**src/vrfm_pkg.sv**
```systemverilog
// Package of the voxel row face merger: item types, face codes and constants.
// No dependencies; used by every module of the block.
package vrfm_pkg;

    typedef struct packed {
        logic signed [15:0] pos_x;
        logic signed [15:0] pos_y;
        logic signed [15:0] pos_z;
        logic [7:0]         lower_type;
        logic [7:0]         lower_meta;
        logic               lower_opaque;
        logic [7:0]         lower_light;
        logic [7:0]         upper_type;
        logic [7:0]         upper_meta;
        logic               upper_opaque;
        logic [7:0]         upper_light;
        logic               row_end;
    } t_in_item;

    typedef struct packed {
        logic signed [15:0] vertex_x;
        logic signed [15:0] vertex_y;
        logic signed [15:0] vertex_z;
        logic [7:0]         shade;
        logic [2:0]         facing;
        logic               quad_last;
        logic               last;
    } t_result;

    typedef struct packed {
        logic [1:0] axis_mode;
        logic [7:0] air_type;
    } t_cfg;

    typedef struct packed {
        logic [15:0] base_x;
        logic [15:0] base_y;
        logic [15:0] base_z;
        logic [2:0]  face;
        logic [7:0]  shade;
        logic [7:0]  count;
    } t_job;

    typedef struct packed {
        t_job job0;
        t_job job1;
        logic two;
    } t_entry;

    localparam logic [2:0] FACE_WEST   = 3'd0;
    localparam logic [2:0] FACE_EAST   = 3'd1;
    localparam logic [2:0] FACE_SOUTH  = 3'd2;
    localparam logic [2:0] FACE_NORTH  = 3'd3;
    localparam logic [2:0] FACE_BOTTOM = 3'd4;
    localparam logic [2:0] FACE_TOP    = 3'd5;

    localparam logic CFG_AXIS_MODE = 1'b0;
    localparam logic CFG_AIR_TYPE  = 1'b1;

    localparam int MAX_ROW_DEFAULT     = 16;
    localparam int QUEUE_DEPTH_DEFAULT = 2;

endpackage

```
**src/vrfm_front.sv**
```systemverilog
// Front part of the voxel row face merger: run merging and boundary classification.
// Depends on vrfm_pkg; feeds vrfm_queue.
module vrfm_front
    import vrfm_pkg::*;
#(
    parameter int MAX_ROW = MAX_ROW_DEFAULT
) (
    input  logic     i_clk,
    input  logic     i_rst_n,
    input  t_cfg     i_cfg,
    input  logic     i_push,
    input  t_in_item i_item,
    output logic     o_full,
    input  logic     i_q_full,
    output logic     o_q_push,
    output t_entry   o_q_data
);

    localparam int unsigned SHADE_DIV = 160;
    localparam int unsigned MUL_EW  = (1989 * 65536 + SHADE_DIV / 2) / SHADE_DIV;
    localparam int unsigned MUL_NS  = (1428 * 65536 + SHADE_DIV / 2) / SHADE_DIV;
    localparam int unsigned MUL_BOT = (867 * 65536 + SHADE_DIV / 2) / SHADE_DIV;
    localparam int unsigned MUL_TOP = (2550 * 65536 + SHADE_DIV / 2) / SHADE_DIV;

    typedef struct packed {
        logic [7:0] lt;
        logic [7:0] lm;
        logic       lo;
        logic [4:0] ll;
        logic [7:0] ut;
        logic [7:0] um;
        logic       uo;
        logic [4:0] ul;
    } t_pair;

    function automatic logic [20:0] shade_mul(input logic [2:0] face);
        logic [20:0] m;
        unique case (face)
            FACE_WEST, FACE_EAST:   m = 21'(MUL_EW);
            FACE_SOUTH, FACE_NORTH: m = 21'(MUL_NS);
            FACE_BOTTOM:            m = 21'(MUL_BOT);
            default:                m = 21'(MUL_TOP);
        endcase
        return m;
    endfunction

    function automatic logic visible(input t_pair p, input logic [7:0] air);
        return !((p.lt == air) && (p.ut == air)) && !(p.lo && p.uo);
    endfunction

    function automatic t_job make_job(input t_pair p, input t_cfg c,
                                      input logic [15:0] ox, input logic [15:0] oy,
                                      input logic [15:0] oz, input logic [7:0] cnt);
        t_job        j;
        logic        up;
        logic [4:0]  light;
        logic [25:0] prod;
        up = (p.lt != c.air_type) && (p.ut == c.air_type);
        j.base_x = ox;
        j.base_y = oy;
        j.base_z = oz;
        j.count  = cnt;
        unique case (c.axis_mode)
            2'd1:    j.face = up ? FACE_EAST : FACE_WEST;
            2'd2:    j.face = up ? FACE_TOP : FACE_BOTTOM;
            default: j.face = up ? FACE_NORTH : FACE_SOUTH;
        endcase
        if (!up) begin
            unique case (c.axis_mode)
                2'd1:    j.base_x = ox + 16'd1;
                2'd2:    j.base_z = oz + 16'd1;
                default: j.base_y = oy + 16'd1;
            endcase
        end
        light   = up ? p.ul : p.ll;
        prod    = 26'(light) * 26'(shade_mul(j.face));
        j.shade = prod[23:16];
        return j;
    endfunction

    function automatic logic [4:0] clamp_light(input logic [7:0] l);
        return (l > 8'd16) ? 5'd16 : l[4:0];
    endfunction

    logic        r_held_valid;
    t_pair       r_held_pair;
    logic [15:0] r_org_x, r_org_y, r_org_z;
    logic [7:0]  r_count;

    t_pair       pair;
    logic        accept, close_a, extend, vis_a, vis_b;
    logic [15:0] n_org_x, n_org_y, n_org_z;
    logic [7:0]  n_count;
    t_job        job_a, job_b;

    always_comb begin
        pair.lt = i_item.lower_type;
        pair.lm = i_item.lower_meta;
        pair.lo = i_item.lower_opaque;
        pair.ll = clamp_light(i_item.lower_light);
        pair.ut = i_item.upper_type;
        pair.um = i_item.upper_meta;
        pair.uo = i_item.upper_opaque;
        pair.ul = clamp_light(i_item.upper_light);

        accept  = i_push && !i_q_full;
        close_a = r_held_valid &&
                  ((r_held_pair.lt != pair.lt) || (r_held_pair.lm != pair.lm) ||
                   (r_held_pair.ut != pair.ut) || (r_held_pair.um != pair.um) ||
                   (r_count >= 8'(MAX_ROW)));
        extend  = r_held_valid && !close_a;
        n_org_x = extend ? r_org_x : i_item.pos_x;
        n_org_y = extend ? r_org_y : i_item.pos_y;
        n_org_z = extend ? r_org_z : i_item.pos_z;
        n_count = extend ? r_count + 8'd1 : 8'd1;

        job_a = make_job(r_held_pair, i_cfg, r_org_x, r_org_y, r_org_z, r_count);
        job_b = make_job(pair, i_cfg, n_org_x, n_org_y, n_org_z, n_count);
        vis_a = close_a && visible(r_held_pair, i_cfg.air_type);
        vis_b = i_item.row_end && visible(pair, i_cfg.air_type);

        o_q_push      = accept && (vis_a || vis_b);
        o_q_data.job0 = vis_a ? job_a : job_b;
        o_q_data.job1 = job_b;
        o_q_data.two  = vis_a && vis_b;
        o_full        = i_q_full;
    end

    always_ff @(posedge i_clk) begin
        if (!i_rst_n) begin
            r_held_valid <= 1'b0;
            r_held_pair  <= '0;
            r_org_x      <= '0;
            r_org_y      <= '0;
            r_org_z      <= '0;
            r_count      <= '0;
        end else if (accept) begin
            r_held_valid <= !i_item.row_end;
            r_held_pair  <= pair;
            r_org_x      <= n_org_x;
            r_org_y      <= n_org_y;
            r_org_z      <= n_org_z;
            r_count      <= i_item.row_end ? 8'd0 : n_count;
        end
    end

endmodule

```
**src/vrfm_queue.sv**
```systemverilog
// Short queue of face jobs between the front and back parts of the merger.
// Depends on vrfm_pkg.
module vrfm_queue
    import vrfm_pkg::*;
#(
    parameter int DEPTH = QUEUE_DEPTH_DEFAULT
) (
    input  logic   i_clk,
    input  logic   i_rst_n,
    input  logic   i_push,
    input  t_entry i_data,
    output logic   o_full,
    input  logic   i_pop,
    output logic   o_empty,
    output t_entry o_data
);

    localparam int AW = (DEPTH > 1) ? $clog2(DEPTH) : 1;
    localparam int CW = $clog2(DEPTH + 1);

    t_entry        r_mem [DEPTH];
    logic [AW-1:0] r_wr_ptr, r_rd_ptr;
    logic [CW-1:0] r_cnt;
    logic          do_push, do_pop;

    assign o_full  = (r_cnt == CW'(DEPTH));
    assign o_empty = (r_cnt == '0);
    assign o_data  = r_mem[r_rd_ptr];
    assign do_push = i_push && !o_full;
    assign do_pop  = i_pop && !o_empty;

    always_ff @(posedge i_clk) begin
        if (do_push) begin
            r_mem[r_wr_ptr] <= i_data;
        end
    end

    always_ff @(posedge i_clk) begin
        if (!i_rst_n) begin
            r_wr_ptr <= '0;
            r_rd_ptr <= '0;
            r_cnt    <= '0;
        end else begin
            if (do_push) begin
                r_wr_ptr <= (r_wr_ptr == AW'(DEPTH - 1)) ? '0 : r_wr_ptr + 1'b1;
            end
            if (do_pop) begin
                r_rd_ptr <= (r_rd_ptr == AW'(DEPTH - 1)) ? '0 : r_rd_ptr + 1'b1;
            end
            if (do_push && !do_pop) begin
                r_cnt <= r_cnt + 1'b1;
            end else if (do_pop && !do_push) begin
                r_cnt <= r_cnt - 1'b1;
            end
        end
    end

endmodule

```
**src/vrfm_back.sv**
```systemverilog
// Back part of the voxel row face merger: expands face jobs into quad vertices.
// Depends on vrfm_pkg; drains vrfm_queue.
module vrfm_back
    import vrfm_pkg::*;
(
    input  logic    i_clk,
    input  logic    i_rst_n,
    input  logic    i_q_empty,
    input  t_entry  i_q_data,
    output logic    o_q_pop,
    input  logic    i_pop,
    output logic    o_empty,
    output t_result o_result
);

    // Vertex offsets of one face, three bits {z,y,x} per vertex, vertex 0 lowest.
    function automatic logic [11:0] face_offsets(input logic [2:0] face);
        logic [11:0] r;
        unique case (face)
            FACE_WEST:   r = 12'b110_010_000_100;
            FACE_EAST:   r = 12'b011_111_101_001;
            FACE_SOUTH:  r = 12'b000_001_101_100;
            FACE_NORTH:  r = 12'b110_111_011_010;
            FACE_BOTTOM: r = 12'b010_011_001_000;
            default:     r = 12'b111_110_100_101;
        endcase
        return r;
    endfunction

    logic        r_out_valid;
    t_result     r_out;
    logic [2:0]  r_beat;

    t_job        job;
    logic [1:0]  vert;
    logic [11:0] offs;
    logic [2:0]  off;
    logic        along_z, load, final_beat;
    logic [15:0] run_len;
    t_result     n_out;

    always_comb begin
        job        = r_beat[2] ? i_q_data.job1 : i_q_data.job0;
        vert       = r_beat[1:0];
        offs       = face_offsets(job.face);
        off        = offs[3*vert +: 3];
        along_z    = (job.face == FACE_WEST) || (job.face == FACE_EAST);
        run_len    = {8'd0, job.count};
        final_beat = (vert == 2'd3) && (r_beat[2] || !i_q_data.two);
        load       = !i_q_empty && (!r_out_valid || i_pop);
        o_q_pop    = load && final_beat;

        n_out.vertex_x  = job.base_x + (off[0] ? (along_z ? 16'd1 : run_len) : 16'd0);
        n_out.vertex_y  = job.base_y + (off[1] ? 16'd1 : 16'd0);
        n_out.vertex_z  = job.base_z + (off[2] ? (along_z ? run_len : 16'd1) : 16'd0);
        n_out.shade     = job.shade;
        n_out.facing    = job.face;
        n_out.quad_last = (vert == 2'd3);
        n_out.last      = final_beat;
    end

    always_ff @(posedge i_clk) begin
        if (!i_rst_n) begin
            r_out_valid <= 1'b0;
            r_beat      <= '0;
        end else if (load) begin
            r_out_valid <= 1'b1;
            r_beat      <= final_beat ? 3'd0 : r_beat + 3'd1;
        end else if (i_pop) begin
            r_out_valid <= 1'b0;
        end
    end

    always_ff @(posedge i_clk) begin
        if (load) begin
            r_out <= n_out;
        end
    end

    assign o_empty  = !r_out_valid;
    assign o_result = r_out;

endmodule

```
**src/voxel_row_face_merger.sv**
```systemverilog
// Voxel row face merger: one voxel pair per item in, quad vertices out. An item is accepted
// while the job queue has room; a closed run with a visible face gives four results and
// an item that closes two such runs gives eight, delivered at one result per cycle by the
// vertex stage while the output is popped. An item that closes no run with a visible face
// gives no result at all.
// Depends on vrfm_pkg, vrfm_front, vrfm_queue and vrfm_back.
module voxel_row_face_merger
    import vrfm_pkg::*;
#(
    parameter int MAX_ROW     = MAX_ROW_DEFAULT,
    parameter int QUEUE_DEPTH = QUEUE_DEPTH_DEFAULT
) (
    input  logic     i_clk,
    input  logic     i_rst_n,
    input  logic     i_cfg_we,
    input  logic     i_cfg_idx,
    input  logic [7:0] i_cfg_data,
    input  logic     push,
    output logic     full,
    input  t_in_item i_item,
    output logic     empty,
    input  logic     pop,
    output t_result  o_result
);

    t_cfg   r_cfg;
    logic   q_push, q_full, q_pop, q_empty;
    t_entry q_in, q_out;

    always_ff @(posedge i_clk) begin
        if (!i_rst_n) begin
            r_cfg <= '0;
        end else if (i_cfg_we) begin
            unique case (i_cfg_idx)
                CFG_AXIS_MODE: r_cfg.axis_mode <= i_cfg_data[1:0];
                default:       r_cfg.air_type  <= i_cfg_data;
            endcase
        end
    end

    vrfm_front #(.MAX_ROW(MAX_ROW)) u_front (
        .i_clk    (i_clk),
        .i_rst_n  (i_rst_n),
        .i_cfg    (r_cfg),
        .i_push   (push),
        .i_item   (i_item),
        .o_full   (full),
        .i_q_full (q_full),
        .o_q_push (q_push),
        .o_q_data (q_in)
    );

    vrfm_queue #(.DEPTH(QUEUE_DEPTH)) u_queue (
        .i_clk   (i_clk),
        .i_rst_n (i_rst_n),
        .i_push  (q_push),
        .i_data  (q_in),
        .o_full  (q_full),
        .i_pop   (q_pop),
        .o_empty (q_empty),
        .o_data  (q_out)
    );

    vrfm_back u_back (
        .i_clk     (i_clk),
        .i_rst_n   (i_rst_n),
        .i_q_empty (q_empty),
        .i_q_data  (q_out),
        .o_q_pop   (q_pop),
        .i_pop     (pop),
        .o_empty   (empty),
        .o_result  (o_result)
    );

endmodule

```
**config.mk**
```make
export PLATFORM = sky130hd
export DESIGN_NAME = voxel_row_face_merger
export DESIGN_NICKNAME = d
export VERILOG_FILES = /design/src/vrfm_pkg.sv /design/src/vrfm_front.sv /design/src/vrfm_queue.sv /design/src/vrfm_back.sv /design/src/voxel_row_face_merger.sv
export SDC_FILE = /design/constraint.sdc
export NUM_CORES = 1
export LEC_CHECK = 0
export ABC_AREA = 1
export BUFFER_PORTS_ARGS = -buffer_cell sky130_fd_sc_hd__buf_2
export CORE_ASPECT_RATIO = 1.25
export CORE_MARGIN = 4
export CORE_UTILIZATION = 50
export CTS_CLUSTER_SIZE = 25
export DETAILED_ROUTE_END_ITERATION = 16
export MAX_ROUTING_LAYER = met4
export PLACE_DENSITY = 0.69
export RECOVER_POWER = 25
export SLEW_MARGIN = 10
export SYNTH_ARGS = -nofsm -noshare
export SYNTH_HDL_FRONTEND = slang
export SYNTH_SLANG_ARGS = --single-unit
```
**constraint.sdc**
```tcl
create_clock -name i_clk -period 11.5 [get_ports i_clk]
set_input_delay 1.725 -clock i_clk [delete_from_list [all_inputs] [get_ports i_clk]]
set_output_delay 1.725 -clock i_clk [all_outputs]
set_load 0.05 [all_outputs]
```
==> results list <==
- Status: complete, but fails checks
* Violations in the final reports: max-capacitance violations, max-slew violations
- Met1 Resource Use GR: 0.3009
- Part of the Yosys area used for sequential elements: 0.4401
- Of the cells placed in the final design, the portion with a size suffix greater than 1 is 0.07611.
- For the final routed database, the setup TNS stands at 0 ps.
- The die is around 270 µm tall.
- During placement, the flow inserted port buffers numbering about 180.
- Biggest fanout along the worst timing path: 73
- Worst-Skew Late Latency: around 600 ps
- Summed over all instances, the cell type with the most area after synthesis is sky130_fd_sc_hd__edfxtp_1.
* Core utilization of the finished layout: 0.5581
* Class of the tightest hold or removal check: reg2reg
- Wires add up to roughly 74000 µm.
- Data arrives at the worst endpoint at around 8500 ps.
- Highest clock rate: around 120 MHz
- Destination of the worst hold path: u_queue.r_rd_ptr
- Global Route Usage Sum: 0.2516
* Number of antenna violations at the first check in global routing: 3
- Count of mapped cells out of synthesis: ~3300
- After global routing the overflow that remains totals 0.
- Number of nets at the end of the flow: between 3000 and 4000
- Total of cells resized after clock tree synthesis: 0
- The core region is about 0.055 mm².
* Commonest register cell after synthesis: sky130_fd_sc_hd__edfxtp_1
- Share of the synthesized area in the top cell type: 0.3536
- Entering global routing, the biggest net connects 90 pins.
- For this design, the slowest cell found on the critical path is sky130_fd_sc_hd__clkbuf_1.
- Number of setup buffers added after CTS: 0
- Share of flip-flops with an asynchronous set or reset after synthesis: 0
- Remaining number of nets flagged by the antenna check after routing: 0
- DR DRC count: 0
* Warning count from the yosys run: 0
* Leakage Power: about 0.013 µW
- Ranked by instance count, the synthesized netlist is headed by 678 x sky130_fd_sc_hd__nand2_1, 459 x sky130_fd_sc_hd__inv_1, 399 x sky130_fd_sc_hd__nor2_1.
- Number of slew-limit violations in the final report: about 430
* Initial drt markers: approximately 1500
- The clock tree synthesis step divided the H-tree into 2 levels.
- Cell count of the worst hold path: 1
- Clock slew at reported path FFs: 60 ps
* Total Die Area: 0.05940 mm²
- Measured in cells, the most critical reg-to-reg path has a length of 24.
* Number of buffers on the longest clock path: 3
* Vias in the first global route: roughly 22000
- Avg WL per Cell: ~17 µm
* Clk_skew: 25.02 ps
- Starting density of the core: 0.5059
- The area growth from synthesis to layout is 10.32%.
- The tree is rooted in a sky130_fd_sc_hd__clkbuf_16.
* Final weighted congestion in routability-driven placement: between 0.9 and 1
- STA classifies the critical path startpoint as a register.
* Slew of the pin with the lowest slew margin: approximately 3600 ps
- The tool flagged a number of max-cap violations equal to 8.
- The first TritonRoute pass finished after 5 iterations.
- Clock tree from TritonCTS: done
* Reg2reg setup slack: about 3400 ps
- Leaving out filler cells and counting taps, the final layout contains roughly 4200.
- End of the worst register-to-register path: u_back.o_result[28]
- Met2 usage in global routing: 0.4411
- In the global route stage, met3 resource usage came out at 0.02989.
- The synthesized netlist occupies a cell area of approximately 0.028 mm².
- Number of synthesized flops with an enable pin: 327
- The final number of hold-violating endpoints was 0.
* CTS Buf Count: 46
* Per-instance average area after synthesis: 8.344 µm²
- For this design the ratio of total power to cell area is between 100 and 150 mW/mm².
- Most repeated library cell on the critical path: sky130_fd_sc_hd__nand2_1
- Setup repair after global routing missed its margin: false
- Global-route wire length before repair: 115200 µm
- Dividing the final minimum period by the clock period gives 0.7086.
* Detailed-route via count: approximately 23000
* Min Tclk post-route: approximately 8000 ps
- Die Span X: between 200 and 250 µm
- After synthesis the netlist holds a flip-flop and latch count of 447.
* Largest stage delay, worst path: around 2400 ps
- # hold bufs at CTS: 0
- Critical Path, Cell by Cell: inv_4, clkbuf_1, nand2_1, nand3_1, nand2_1, inv_1, xor2_1, a32o_1, or2_2, nor2_1, ha_1, a21oi_1, inv_1, a31oi_1, o21ai_0, nand3_1, nand2_1, nand2_1, a21oi_1, nand3_1, nor2_1, nand2_1, nor2_1, xor2_1
- The wire-length estimate of the detail-placed layout is approximately 54000 µm.
- Layer with the highest usage: met2
- The floorplan has 96 rows.
* Number of top-level pins: around 180
- Using the TritonRoute via totals, the vias-per-cell ratio works out to approximately 5.3.
- Launch instance of the worst min-delay path: u_queue.r_rd_ptr
- Setup violations remaining at the end of the flow were counted as 0.
- Crit Path Category: reg2reg
* Clock net sink count: between 400 and 500
- Ranked by total cell area, the synthesized netlist is headed by sky130_fd_sc_hd__edfxtp_1 35%, sky130_fd_sc_hd__nand2_1 9.2%, sky130_fd_sc_hd__dfxtp_1 8.7%.
- Count of different cell masters after synthesis: 57
- The design draws 4344 µW.
- Max rail drop VDD: ~94 µV
- CP Data Required Time: between 10000 and 15000 ps
- The worst setup path is captured at a register.
- Worst slew margin: -1.406
- Most common cell in the netlist: sky130_fd_sc_hd__nand2_1
* Count of placed standard cells including taps: between 4000 and 5000
==> kinds of logic (layout without fill, tap and decap cells) <==
group | after synthesis | count (layout) | synth area share
AO/OA/AOI/OAI | 618 | 618 | 0.1276
XOR/XNOR | 126 | 126 | 0.03974
adder cells (fa/ha/maj) | 186 | 186 | 0.1046
buffers and inverters | 605 | 767 | 0.08497
flip-flops | 447 | 447 | 0.4401
other | 1 | 10 | 0.0001350
AND/OR/NAND/NOR | 1345 | 1345 | 0.2029
==> metrics by stage <==
stage          setup WS, ps  cell area, µm²  hold WS, ps
2_1_floorplan          2492           27790        425.7
3_3_place_gp           3691           29260        435.7
3_5_place_dp           3606           29260        441.5
4_1_cts                4213           30750        455.6
5_1_grt                2505           30640        465.2
6_report               3352           30640        460.1
==> flip-flops by register name, summed over array words and instances (netlist names), 2 cells and up, named ones only <==
| signal | count |
|---|---|
| u_front.r_org_z | 16 |
| u_front.r_org_x | 16 |
| u_queue.r_cnt | 2 |
| u_front.r_count | 8 |
| u_back.o_result | 61 |
| u_queue.r_mem | 266 |
| u_back.r_beat | 3 |
| u_front.r_org_y | 16 |
| u_front.r_held_pair | 44 |
| r_cfg | 10 |
==> critical path, delay by kind of cell (launching register included) <==
kind	cells	cell delay (ps)
AOI/OAI and AO/OA	5	1070
xor gates and xnor gates	2	190
adders and majority gates	1	190
buffers and inverters	4	3520
DFF	1	990
and+or+nand+nor	12	1900
==> report_power, final <==
part | internal (µW) | total [µW] | switching, µW | leakage [µW]
clock network | 858 | 1500 | 639 | 0.000721
logic | 264 | 919 | 656 | 0.00858
registers | 1880 | 1930 | 51.3 | 0.00400
==> layout make-up <==
type,count,area (µm²)
Timing Repair Buffer,198,935.9
Inverter,484,1819
Sequential cell,447,12220
Clock inverter,19,234.0
Tap cell,735,919.6
Antenna cell,4,10.01
Fill cell,5107,24260
Clock buffer,66,1256
Multi-Input combinational cell,2281,13240
==> routing by layer <==
layer	wire length, µm	part of all wire
met5	0	0
met4	2685	0.036
met3	3706	0.050
met2	36990	0.50
met1	30230	0.41
==> cell usage in the layout (no fill, tap or decap), types with 16 or more instances in the layout <==
cell,synthesis,layout
sky130_fd_sc_hd__buf_2,18,109
sky130_fd_sc_hd__ha_1,109,109
sky130_fd_sc_hd__xnor2_1,36,36
sky130_fd_sc_hd__o21ai_1,21,22
sky130_fd_sc_hd__clkbuf_16,0,46
sky130_fd_sc_hd__nor3_1,31,31
sky130_fd_sc_hd__inv_1,459,460
sky130_fd_sc_hd__o22ai_1,40,40
sky130_fd_sc_hd__dfxtp_1,120,120
sky130_fd_sc_hd__inv_2,17,16
sky130_fd_sc_hd__fa_1,77,77
sky130_fd_sc_hd__nand2_1,678,677
sky130_fd_sc_hd__clkbuf_1,82,91
sky130_fd_sc_hd__xor2_1,90,90
sky130_fd_sc_hd__nand3_1,113,113
sky130_fd_sc_hd__a21oi_1,194,193
sky130_fd_sc_hd__edfxtp_1,327,327
sky130_fd_sc_hd__o21ai_0,251,249
sky130_fd_sc_hd__nand4_1,57,57
sky130_fd_sc_hd__a32o_1,16,16
sky130_fd_sc_hd__nor2_1,399,398
==> worst max-delay path by stage <==
| stage | from | to | cells past startpoint |
|---|---|---|---|
| 2_1_floorplan | i_item[11] | u_queue.r_mem[1][0] | 14 |
| 6_report | register | u_back.o_result[28] | 24 |
| 5_1_grt | register | u_back.o_result[28] | 24 |
| 3_3_place_gp | i_item[21] | u_queue.r_mem[0][81] | 29 |
| 3_5_place_dp | i_item[21] | u_queue.r_mem[1][81] | 29 |
| 4_1_cts | i_item[21] | u_queue.r_mem[0][81] | 29 |
No activity file was read; power rests on OpenSTA's default activity.
